### src/sv/kcl_pkg.sv
package kcl_pkg;

  // entry buffer length in keys and tag length in bytes
  localparam int PW_KEYS   = 16;
  localparam int TAG_BYTES = 12;

  localparam int KEY_IDX_W = $clog2(PW_KEYS);
  localparam int POS_W     = 5;
  localparam int TAG_IDX_W = $clog2(TAG_BYTES);
  localparam int REF_W     = 96;

  // configuration port
  localparam int ADDR_W = 5;
  localparam int DATA_W = 64;

  localparam logic [1:0] REG_OPEN_SECONDS = 2'd0;
  localparam logic [1:0] REG_REF_HIGH     = 2'd1;
  localparam logic [1:0] REG_REF_LOW      = 2'd2;

  localparam logic [7:0]  OPEN_SECONDS_RST = 8'd9;
  localparam logic [47:0] REF_HIGH_RST     = 48'h414243443132;  // "ABCD12"
  localparam logic [47:0] REF_LOW_RST      = 48'h464433423536;  // "FD3B56"

  // event kinds
  localparam logic [1:0] CMD_KEY  = 2'd0;
  localparam logic [1:0] CMD_TAG  = 2'd1;
  localparam logic [1:0] CMD_TICK = 2'd2;

  localparam logic [3:0] KEY_STAR = 4'd10;
  localparam logic [3:0] KEY_HASH = 4'd11;

  // result events
  localparam logic [2:0] EV_NONE     = 3'd0;
  localparam logic [2:0] EV_KEY      = 3'd1;
  localparam logic [2:0] EV_PW_OK    = 3'd2;
  localparam logic [2:0] EV_PW_WRONG = 3'd3;
  localparam logic [2:0] EV_NEW_PW   = 3'd4;
  localparam logic [2:0] EV_SAVED    = 3'd5;
  localparam logic [2:0] EV_TAG_OK   = 3'd6;
  localparam logic [2:0] EV_TAG_WRONG = 3'd7;

  // reported modes
  localparam logic [1:0] MODE_IDLE  = 2'd0;
  localparam logic [1:0] MODE_CHECK = 2'd1;
  localparam logic [1:0] MODE_OLD   = 2'd2;
  localparam logic [1:0] MODE_NEW   = 2'd3;

  typedef struct packed {
    logic [7:0]  open_seconds;
    logic [47:0] rfid_ref_high;
    logic [47:0] rfid_ref_low;
  } cfg_t;

  typedef struct packed {
    logic [1:0] cmd;
    logic [3:0] key_code;
    logic [7:0] rfid_byte;
  } item_t;

  typedef struct packed {
    logic       door_open;
    logic [7:0] seconds_left;
    logic [2:0] event_res;
    logic [1:0] mode_now;
    logic [4:0] keys_entered;
  } res_t;

endpackage

### src/sv/kcl_cfg.sv
module kcl_cfg (
  input  logic                          clk,
  input  logic                          rst_n,
  input  logic                          psel,
  input  logic                          penable,
  input  logic                          pwrite,
  input  logic [kcl_pkg::ADDR_W-1:0]    paddr,
  input  logic [kcl_pkg::DATA_W-1:0]    pwdata,
  output logic [kcl_pkg::DATA_W-1:0]    prdata,
  output logic                          pready,
  output kcl_pkg::cfg_t                 cfg
);

  kcl_pkg::cfg_t cfg_r;
  logic [1:0]    reg_idx;
  logic          wr_en;

  assign pready  = 1'b1;
  assign reg_idx = paddr[4:3];
  assign wr_en   = psel && penable && pwrite;
  assign cfg     = cfg_r;

  always_ff @(posedge clk) begin
    if (!rst_n) begin
      cfg_r.open_seconds  <= kcl_pkg::OPEN_SECONDS_RST;
      cfg_r.rfid_ref_high <= kcl_pkg::REF_HIGH_RST;
      cfg_r.rfid_ref_low  <= kcl_pkg::REF_LOW_RST;
    end else if (wr_en) begin
      unique case (reg_idx)
        kcl_pkg::REG_OPEN_SECONDS: cfg_r.open_seconds  <= pwdata[7:0];
        kcl_pkg::REG_REF_HIGH:     cfg_r.rfid_ref_high <= pwdata[47:0];
        kcl_pkg::REG_REF_LOW:      cfg_r.rfid_ref_low  <= pwdata[47:0];
        default: ;
      endcase
    end
  end

  always_comb begin
    unique case (reg_idx)
      kcl_pkg::REG_OPEN_SECONDS: prdata = {56'd0, cfg_r.open_seconds};
      kcl_pkg::REG_REF_HIGH:     prdata = {16'd0, cfg_r.rfid_ref_high};
      kcl_pkg::REG_REF_LOW:      prdata = {16'd0, cfg_r.rfid_ref_low};
      default:                   prdata = '0;
    endcase
  end

endmodule

### src/sv/kcl_core.sv
module kcl_core (
  input  logic           clk,
  input  logic           rst_n,
  input  kcl_pkg::cfg_t  cfg,
  input  logic           in_valid,
  output logic           in_ready,
  input  kcl_pkg::item_t in_item,
  output logic           out_valid,
  input  logic           out_ready,
  output kcl_pkg::res_t  out_res
);

  typedef enum logic [1:0] {
    ST_IDLE  = kcl_pkg::MODE_IDLE,
    ST_CHECK = kcl_pkg::MODE_CHECK,
    ST_OLD   = kcl_pkg::MODE_OLD,
    ST_NEW   = kcl_pkg::MODE_NEW
  } mode_t;

  typedef logic [kcl_pkg::PW_KEYS-1:0][3:0]   keys_t;
  typedef logic [kcl_pkg::TAG_BYTES-1:0][7:0] tag_t;

  // input register
  logic           inq_valid_r;
  kcl_pkg::item_t inq_r;

  // lock state
  mode_t                            mode_r, mode_nxt;
  keys_t                            keys_r, keys_nxt, keys_wr;
  keys_t                            saved_r, saved_nxt;
  logic [kcl_pkg::POS_W-1:0]        pos_r, pos_nxt, pos_inc;
  tag_t                             tag_r, tag_nxt, tag_wr;
  logic [kcl_pkg::TAG_IDX_W-1:0]    tpos_r, tpos_nxt;
  logic [kcl_pkg::TAG_IDX_W:0]      tpos_inc;
  logic [7:0]                       cnt_r, cnt_nxt;
  logic [2:0]                       ev;
  logic [kcl_pkg::REF_W-1:0]        ref_all;
  logic                             key_match, tag_match, key_done;

  // result register
  logic          out_valid_r;
  kcl_pkg::res_t res_r;

  logic fire;

  assign fire      = inq_valid_r && (!out_valid_r || out_ready);
  assign in_ready  = !inq_valid_r || fire;
  assign out_valid = out_valid_r;
  assign out_res   = res_r;
  assign ref_all   = {cfg.rfid_ref_high, cfg.rfid_ref_low};

  always_comb begin
    keys_wr = keys_r;
    keys_wr[pos_r[kcl_pkg::KEY_IDX_W-1:0]] = inq_r.key_code;
    pos_inc   = pos_r + 1'b1;
    key_done  = (inq_r.key_code == kcl_pkg::KEY_HASH) ||
                (pos_inc == kcl_pkg::POS_W'(kcl_pkg::PW_KEYS));
    key_match = (keys_wr == saved_r);

    // tag byte 0 sits in the top lane, like the reference registers
    tag_wr = tag_r;
    tag_wr[kcl_pkg::TAG_IDX_W'(kcl_pkg::TAG_BYTES - 1) - tpos_r] = inq_r.rfid_byte;
    tpos_inc  = {1'b0, tpos_r} + 1'b1;
    tag_match = (tag_wr == ref_all[kcl_pkg::REF_W-1 -: kcl_pkg::TAG_BYTES*8]);
  end

  always_comb begin
    mode_nxt  = mode_r;
    keys_nxt  = keys_r;
    saved_nxt = saved_r;
    pos_nxt   = pos_r;
    tag_nxt   = tag_r;
    tpos_nxt  = tpos_r;
    cnt_nxt   = cnt_r;
    ev        = kcl_pkg::EV_NONE;
    case (inq_r.cmd)
      kcl_pkg::CMD_TICK: begin
        if (cnt_r != 8'd0) begin
          cnt_nxt = cnt_r - 8'd1;
        end
      end
      kcl_pkg::CMD_KEY: begin
        if (cnt_r == 8'd0) begin
          if (mode_r == ST_IDLE) begin
            if (inq_r.key_code == kcl_pkg::KEY_STAR) begin
              mode_nxt = ST_CHECK;
              keys_nxt = '0;
              pos_nxt  = '0;
              ev       = kcl_pkg::EV_KEY;
            end else if (inq_r.key_code == kcl_pkg::KEY_HASH) begin
              mode_nxt = ST_OLD;
              keys_nxt = '0;
              pos_nxt  = '0;
              ev       = kcl_pkg::EV_KEY;
            end
          end else if (!key_done) begin
            keys_nxt = keys_wr;
            pos_nxt  = pos_inc;
            ev       = kcl_pkg::EV_KEY;
          end else begin
            // entry finished: buffer always goes back to blank
            keys_nxt = '0;
            pos_nxt  = '0;
            case (mode_r)
              ST_NEW: begin
                saved_nxt = keys_wr;
                mode_nxt  = ST_IDLE;
                ev        = kcl_pkg::EV_SAVED;
              end
              ST_CHECK: begin
                mode_nxt = ST_IDLE;
                if (key_match) begin
                  cnt_nxt = cfg.open_seconds;
                  ev      = kcl_pkg::EV_PW_OK;
                end else begin
                  ev = kcl_pkg::EV_PW_WRONG;
                end
              end
              default: begin
                if (key_match) begin
                  mode_nxt = ST_NEW;
                  ev       = kcl_pkg::EV_NEW_PW;
                end else begin
                  mode_nxt = ST_IDLE;
                  ev       = kcl_pkg::EV_PW_WRONG;
                end
              end
            endcase
          end
        end
      end
      kcl_pkg::CMD_TAG: begin
        if (cnt_r == 8'd0) begin
          tag_nxt = tag_wr;
          if (tpos_inc != (kcl_pkg::TAG_IDX_W+1)'(kcl_pkg::TAG_BYTES)) begin
            tpos_nxt = tpos_inc[kcl_pkg::TAG_IDX_W-1:0];
          end else begin
            tpos_nxt = '0;
            if (tag_match) begin
              mode_nxt = ST_IDLE;
              keys_nxt = '0;
              pos_nxt  = '0;
              cnt_nxt  = cfg.open_seconds;
              ev       = kcl_pkg::EV_TAG_OK;
            end else begin
              ev = kcl_pkg::EV_TAG_WRONG;
            end
          end
        end
      end
      default: ;
    endcase
  end

  always_ff @(posedge clk) begin
    if (!rst_n) begin
      inq_valid_r <= 1'b0;
      out_valid_r <= 1'b0;
      mode_r      <= ST_IDLE;
      keys_r      <= '0;
      saved_r     <= '0;
      pos_r       <= '0;
      tag_r       <= '0;
      tpos_r      <= '0;
      cnt_r       <= 8'd0;
    end else begin
      if (in_ready) begin
        inq_valid_r <= in_valid;
      end
      if (fire) begin
        out_valid_r <= 1'b1;
        mode_r      <= mode_nxt;
        keys_r      <= keys_nxt;
        saved_r     <= saved_nxt;
        pos_r       <= pos_nxt;
        tag_r       <= tag_nxt;
        tpos_r      <= tpos_nxt;
        cnt_r       <= cnt_nxt;
      end else if (out_ready) begin
        out_valid_r <= 1'b0;
      end
    end
  end

  // payload registers
  always_ff @(posedge clk) begin
    if (in_valid && in_ready) begin
      inq_r <= in_item;
    end
    if (fire) begin
      res_r.door_open    <= (cnt_nxt != 8'd0);
      res_r.seconds_left <= cnt_nxt;
      res_r.event_res    <= ev;
      res_r.mode_now     <= mode_nxt;
      res_r.keys_entered <= 5'(pos_nxt);
    end
  end

endmodule

### src/sv/keypad_rfid_code_lock.sv
// Keypad and RFID code lock. Each input beat is one event: a debounced key
// (in_cmd 0), one tag byte from the reader (in_cmd 1) or a one-second tick
// (in_cmd 2); every event gives exactly one output beat with the door state,
// countdown, event code, mode and number of keys collected. In idle, '*'
// starts a password check and '#' starts a password change; an entry ends
// after sixteen keys or at '#'; it is compared against the saved password,
// or saved as the new one at the end of a change. A full twelve-byte tag
// equal to the reference also opens the door; while it is open only ticks
// act. A beat passes the input register, then the result register; a new
// beat can be taken every cycle while the output is not stalled, as the
// decision is one pass of logic between the two registers, with buffer and
// tag compares in parallel. APB-style registers sit at byte addresses 0x00
// (open_seconds), 0x08 (reference tag bytes 0-5) and 0x10 (bytes 6-11).
module keypad_rfid_code_lock (
  input  logic                       clk,
  input  logic                       rst_n,
  // configuration
  input  logic                       psel,
  input  logic                       penable,
  input  logic                       pwrite,
  input  logic [kcl_pkg::ADDR_W-1:0] paddr,
  input  logic [kcl_pkg::DATA_W-1:0] pwdata,
  output logic [kcl_pkg::DATA_W-1:0] prdata,
  output logic                       pready,
  // event beats in
  input  logic                       in_valid,
  output logic                       in_ready,
  input  logic [1:0]                 in_cmd,
  input  logic [3:0]                 in_key_code,
  input  logic [7:0]                 in_rfid_byte,
  // result beats out
  output logic                       out_valid,
  input  logic                       out_ready,
  output logic                       out_door_open,
  output logic [7:0]                 out_seconds_left,
  output logic [2:0]                 out_event_res,
  output logic [1:0]                 out_mode_now,
  output logic [4:0]                 out_keys_entered
);

  kcl_pkg::cfg_t  cfg;
  kcl_pkg::item_t in_item;
  kcl_pkg::res_t  out_res;

  // pack the event fields for the core
  assign in_item.cmd       = in_cmd;
  assign in_item.key_code  = in_key_code;
  assign in_item.rfid_byte = in_rfid_byte;

  // registers read live by core; user writes only when quiet, unenforced
  kcl_cfg u_cfg (
    .clk     (clk),
    .rst_n   (rst_n),
    .psel    (psel),
    .penable (penable),
    .pwrite  (pwrite),
    .paddr   (paddr),
    .pwdata  (pwdata),
    .prdata  (prdata),
    .pready  (pready),
    .cfg     (cfg)
  );

  // lock state, entry buffer, tag buffer and the two beat registers
  kcl_core u_core (
    .clk       (clk),
    .rst_n     (rst_n),
    .cfg       (cfg),
    .in_valid  (in_valid),
    .in_ready  (in_ready),
    .in_item   (in_item),
    .out_valid (out_valid),
    .out_ready (out_ready),
    .out_res   (out_res)
  );

  // unpack the result beat
  assign out_door_open    = out_res.door_open;
  assign out_seconds_left = out_res.seconds_left;
  assign out_event_res    = out_res.event_res;
  assign out_mode_now     = out_res.mode_now;
  assign out_keys_entered = out_res.keys_entered;

endmodule

### config.mk
export PLATFORM = sky130hd
export DESIGN_NAME = keypad_rfid_code_lock
export DESIGN_NICKNAME = d
export VERILOG_FILES = /design/src/sv/kcl_pkg.sv /design/src/sv/kcl_cfg.sv /design/src/sv/kcl_core.sv /design/src/sv/keypad_rfid_code_lock.sv
export SDC_FILE = /design/constraint.sdc
export NUM_CORES = 1
export LEC_CHECK = 0
export BUFFER_PORTS_ARGS = -buffer_cell sky130_fd_sc_hd__buf_2
export CAP_MARGIN = 20
export CORE_MARGIN = 4
export CORE_UTILIZATION = 65
export DETAILED_ROUTE_END_ITERATION = 10
export PLACE_DENSITY_LB_ADDON = 0.08
export SLEW_MARGIN = 10
export SYNTH_ARGS = -nofsm -noshare
export SYNTH_HDL_FRONTEND = slang
export SYNTH_HIERARCHICAL = 1
export SYNTH_SLANG_ARGS = --single-unit
### constraint.sdc
create_clock -name clk -period 6.19 [get_ports clk]
set_input_delay 0 -clock clk [delete_from_list [all_inputs] [get_ports clk]]
set_output_delay 0 -clock clk [all_outputs]
set_load 0.1 [all_outputs]
==> metrics.sh <==
CLKSLEWWORSTSETUPHOLDPATHS_NS=0.06
CLOCK_LATENCY_NS=0.55
P_LEAK_nW=8.989
WORSTPATHARRIVAL_NS=5.79
FIN_CRIT_SH=0.8735
POWER.SHARE.COMBINATIONAL=0.120
NUMBER_OF_SYNTHESIZED_FLOPS_WITH_AN_ENABLE_PIN=33
CRITICAL_PATH.STARTPOINT_TYPE='register'
SYNTHFLOPTYPE='dfxtp_1'
WL_PER_CELL_UM=25.33
SYNTHCELLS=2556
ROUTED-VIA-COUNT=21240
GRT.TOTAL_USAGE=0.4254
DRT_FIRST_PASS_ITERS=8
FIRST_GLOBAL_VIAS=19720
SYNTH_SEQ_CELLS=382
REPORT.FINAL.SETUP_VIOL=0
LAYOUT_COMMONEST_CELL='nand2_1'
CRITPATHMAXFANOUT=80
SYNTH_TOP_CELL_AREA_SHARE=0.3306
1ST_ITER_DRT_VIOLS=3281
RUN_STATUS='finished, final reports clean'
SYNTHESIS.AREA_PER_INSTANCE_UM2=8.268
CLOCK_SKEW_NS=0.02264
GP_CONGESTION=1.079
LAYOUT_COMMON_CELLS='513 x nand2_1, 349 x dfxtp_1, 169 x a21oi_1, 160 x mux2i_1, 138 x buf_2'
MIN-DELAY-PATH-CLASS='in -> reg'
TRITONCTS='yes'
NUM_ROWS=65
NETSWITCHINGPOWER_mW=1.600
SYNTHARSTFLOPSHARE=0
YOSYSTOPAREACELL='dfxtp_1'
GRT_ANTENNA_BEFORE_REPAIR=2
PLACE.PORT_BUFFERS=139
MAXSLEWVIOLCOUNT=0
DPL.CELL_COUNT=2976
DETAILED_PLACE_HPWL_UM=52820
TIMING.SETUP.TNS_NS=0
GLOBAL_ROUTE_WIRE_LENGTH_BEFORE_REPAIR_UM=118700
NUM-NETS-FINAL=2760
CTS_BUFFER_COUNT=41
SYNTH_AREA_LEADERS='dfxtp_1 33%, nand2_1 9.1%, mux2i_1 7.6%, edfxtp_1 4.7%, a21oi_1 4.0%'
IO_PINS=176
REMAINING_DRC_ERRORS=0
CHIPHEIGHT_UM=188.3
ANTENNA_CELLS=0
LAYOUT-DRIVE-GT1-SHARE=0.1134
VIAS_PER_CELL=6.798
PEAKVDDDROP_V=0.0002391
FLOORPLAN.INITIALDENSITY=0.6646
WORSTSETUPENDPOINTTYPE='register'
WORST_EP_REQUIRED_TIME_NS=6.57
FMAX_MHz=184.9
DETAIL_ROUTE.WIRELENGTH_UM=79160
MAX-SLEW-MARGIN-REL=0.2130
SWITCHING_SHARE=0.2781
SYNTH.CELL_AREA_UM2=21130
AREA_GROWTH_SYN_TO_LAYOUT_PCT=12.98
CLOCK-ROOT-BUFFER='clkbuf_16'
CAP_VIOLATIONS=0
CLKSINKCOUNT=382
WORST-SLEW-PIN-TRANSITION_NS=1.180
SEQUENTIALPOWERSHARE=0.449
PATH_CLASS='reg -> reg'
CORE_UM2=31800
CLOCK_POWER_SHARE=0.431
INSTANCES_NO_FILL=3125
LAYOUT.AREA.SEQ_UM2=7978
YS_SEQ_AREA_FRAC=0.3775
SYNTH_CELL_TYPES=94
FIN_CRIT_NS=5.407
CTS-HTREE-LEVELS=2
UNREPAIRED_SETUP_ENDPOINTS_AFTER_GLOBAL_ROUTING='false'
FILLERINSTANCES=2228
DIE-AREA_UM2=35460
PWR_DENSITY_CELL_nW_PER_UM2=241.0
YS.WARNINGS.COUNT=6
CTS_MAX_PATH_BUFFERS=3
ROUTE.ANTENNA.REMAINING_NETS=0
GLOBALROUTEOVERFLOWTOTAL=0
MAXIMUM_NUMBER_OF_PINS_ON_ONE_NET_BEFORE_GLOBAL_ROUTE_REPAIR=129
DIE_WIDTH_UM=188.3
FINAL_HOLD_VIOL_COUNT=0
MULTI_INPUT_AREA_UM2=11910
INTERNAL_POWER_mW=4.154
-- through the flow --
stage	instance area (µm²)	hold WS [ns]	setup slack [ns]	utilization	power, mW
after floorplan	21190	0.09887	2.208	-	3.095
after global placement	21790	0.1764	1.149	0.6853	3.247
after detailed placement	21790	0.1781	0.9649	0.6853	3.256
after CTS	23880	0.08151	0.8995	0.7509	5.722
after global routing	23880	0.1379	0.5190	0.7509	5.888
final	23880	0.1199	0.7830	0.7509	5.754
-- synth_stat cells, types with 37 or more instances --
cell,instances
a211oi_1,47
a21oi_1,169
a22o_1,44
clkbuf_1,139
dfxtp_1,349
inv_1,82
mux2i_1,160
nand2_1,513
nand2b_1,44
nand3_1,37
nor2_1,120
nor2b_1,72
o21ai_0,61
o32ai_1,72
xnor2_1,55
xor2_1,54
-- per-layer routing --
metal,track usage,routed length [µm],share of wire
met5,0,15,0.00019
met4,0.1483,3184,0.040
met3,0.1286,11770,0.15
met2,0.6282,33310,0.42
met1,0.5950,30870,0.39
-- critical path, stage by stage, from the launching register on --
cell and delay, ns:
dfxtp_1 0.45, ha_1 0.46, nor3b_2 0.85, nor3b_1 0.11, a221oi_1 0.23, or4b_1 0.52
or4_4 0.59, nor4_4 0.45, nand2_1 0.17, o21ai_2 0.27, o2111ai_4 0.15, buf_4 0.44
a21oi_2 0.36, o32ai_1 0.16
-- repair_timing --
action | 4_1_cts | 5_1_grt
resized for setup | 0 | 0
buffers inserted | 0 | 0
hold buffers | 74 | 0
endpoints found under the hold margin | 120 | 0
-- flip-flops by register name, indices dropped and copies added, names as in the netlist, 5 cells and up --
signal and flops:
u_cfg/cfg 104, u_core/tag_r 96, u_core/keys_r 64, u_core/saved_r 64, u_core/out_res 19, u_core/inq_r 14
u_core/cnt_r 8, u_core/pos_r 5
-- path summary, 6_finish.rpt --
check / slack, ns / cells past startpoint / to / start
hold / removal: 0.12 / 4 / u_cfg/cfg[88] / penable
setup / recovery: 0.78 / 13 / u_core/keys_r[20] / u_core/tpos_r[0]
hold reg to reg: 0.46 / 2 / u_core/tag_r[88] / u_core/tag_r[88]
setup reg to reg: 0.78 / 13 / u_core/keys_r[20] / u_core/tpos_r[0]
-- power by group through the flow --
stage / clock network, mW / registers [mW] / logic, mW
2_1_floorplan: 0 / 2.65 / 0.443
3_3_place_gp: 0 / 2.63 / 0.616
3_5_place_dp: 0 / 2.63 / 0.624
4_1_cts: 2.48 / 2.58 / 0.661
5_1_grt: 2.59 / 2.58 / 0.715
6_report: 2.48 / 2.58 / 0.689
-- final cells by class --
type                    instances  share of cell area
repair buffers                257             0.07488
inverters                      84             0.01331
well taps                     435             0.02280
clock buffers                  57             0.04889
flip-flops and latches        382              0.3341
clock inverters                18            0.007389
multi-input cells            1892              0.4986
-- logic make-up after synthesis --
| group | synth area share |
|---|---|
| AND/OR/NAND/NOR | 0.2194 |
| AO/OA/AOI/OAI | 0.2079 |
| flip-flops | 0.3775 |
| buffers and inverters | 0.06306 |
| multiplexers | 0.07951 |
| XOR/XNOR | 0.04517 |
| adder cells (fa/ha/maj) | 0.007105 |
| other | 0.0003554 |
(Power assumes the default switching activity.)
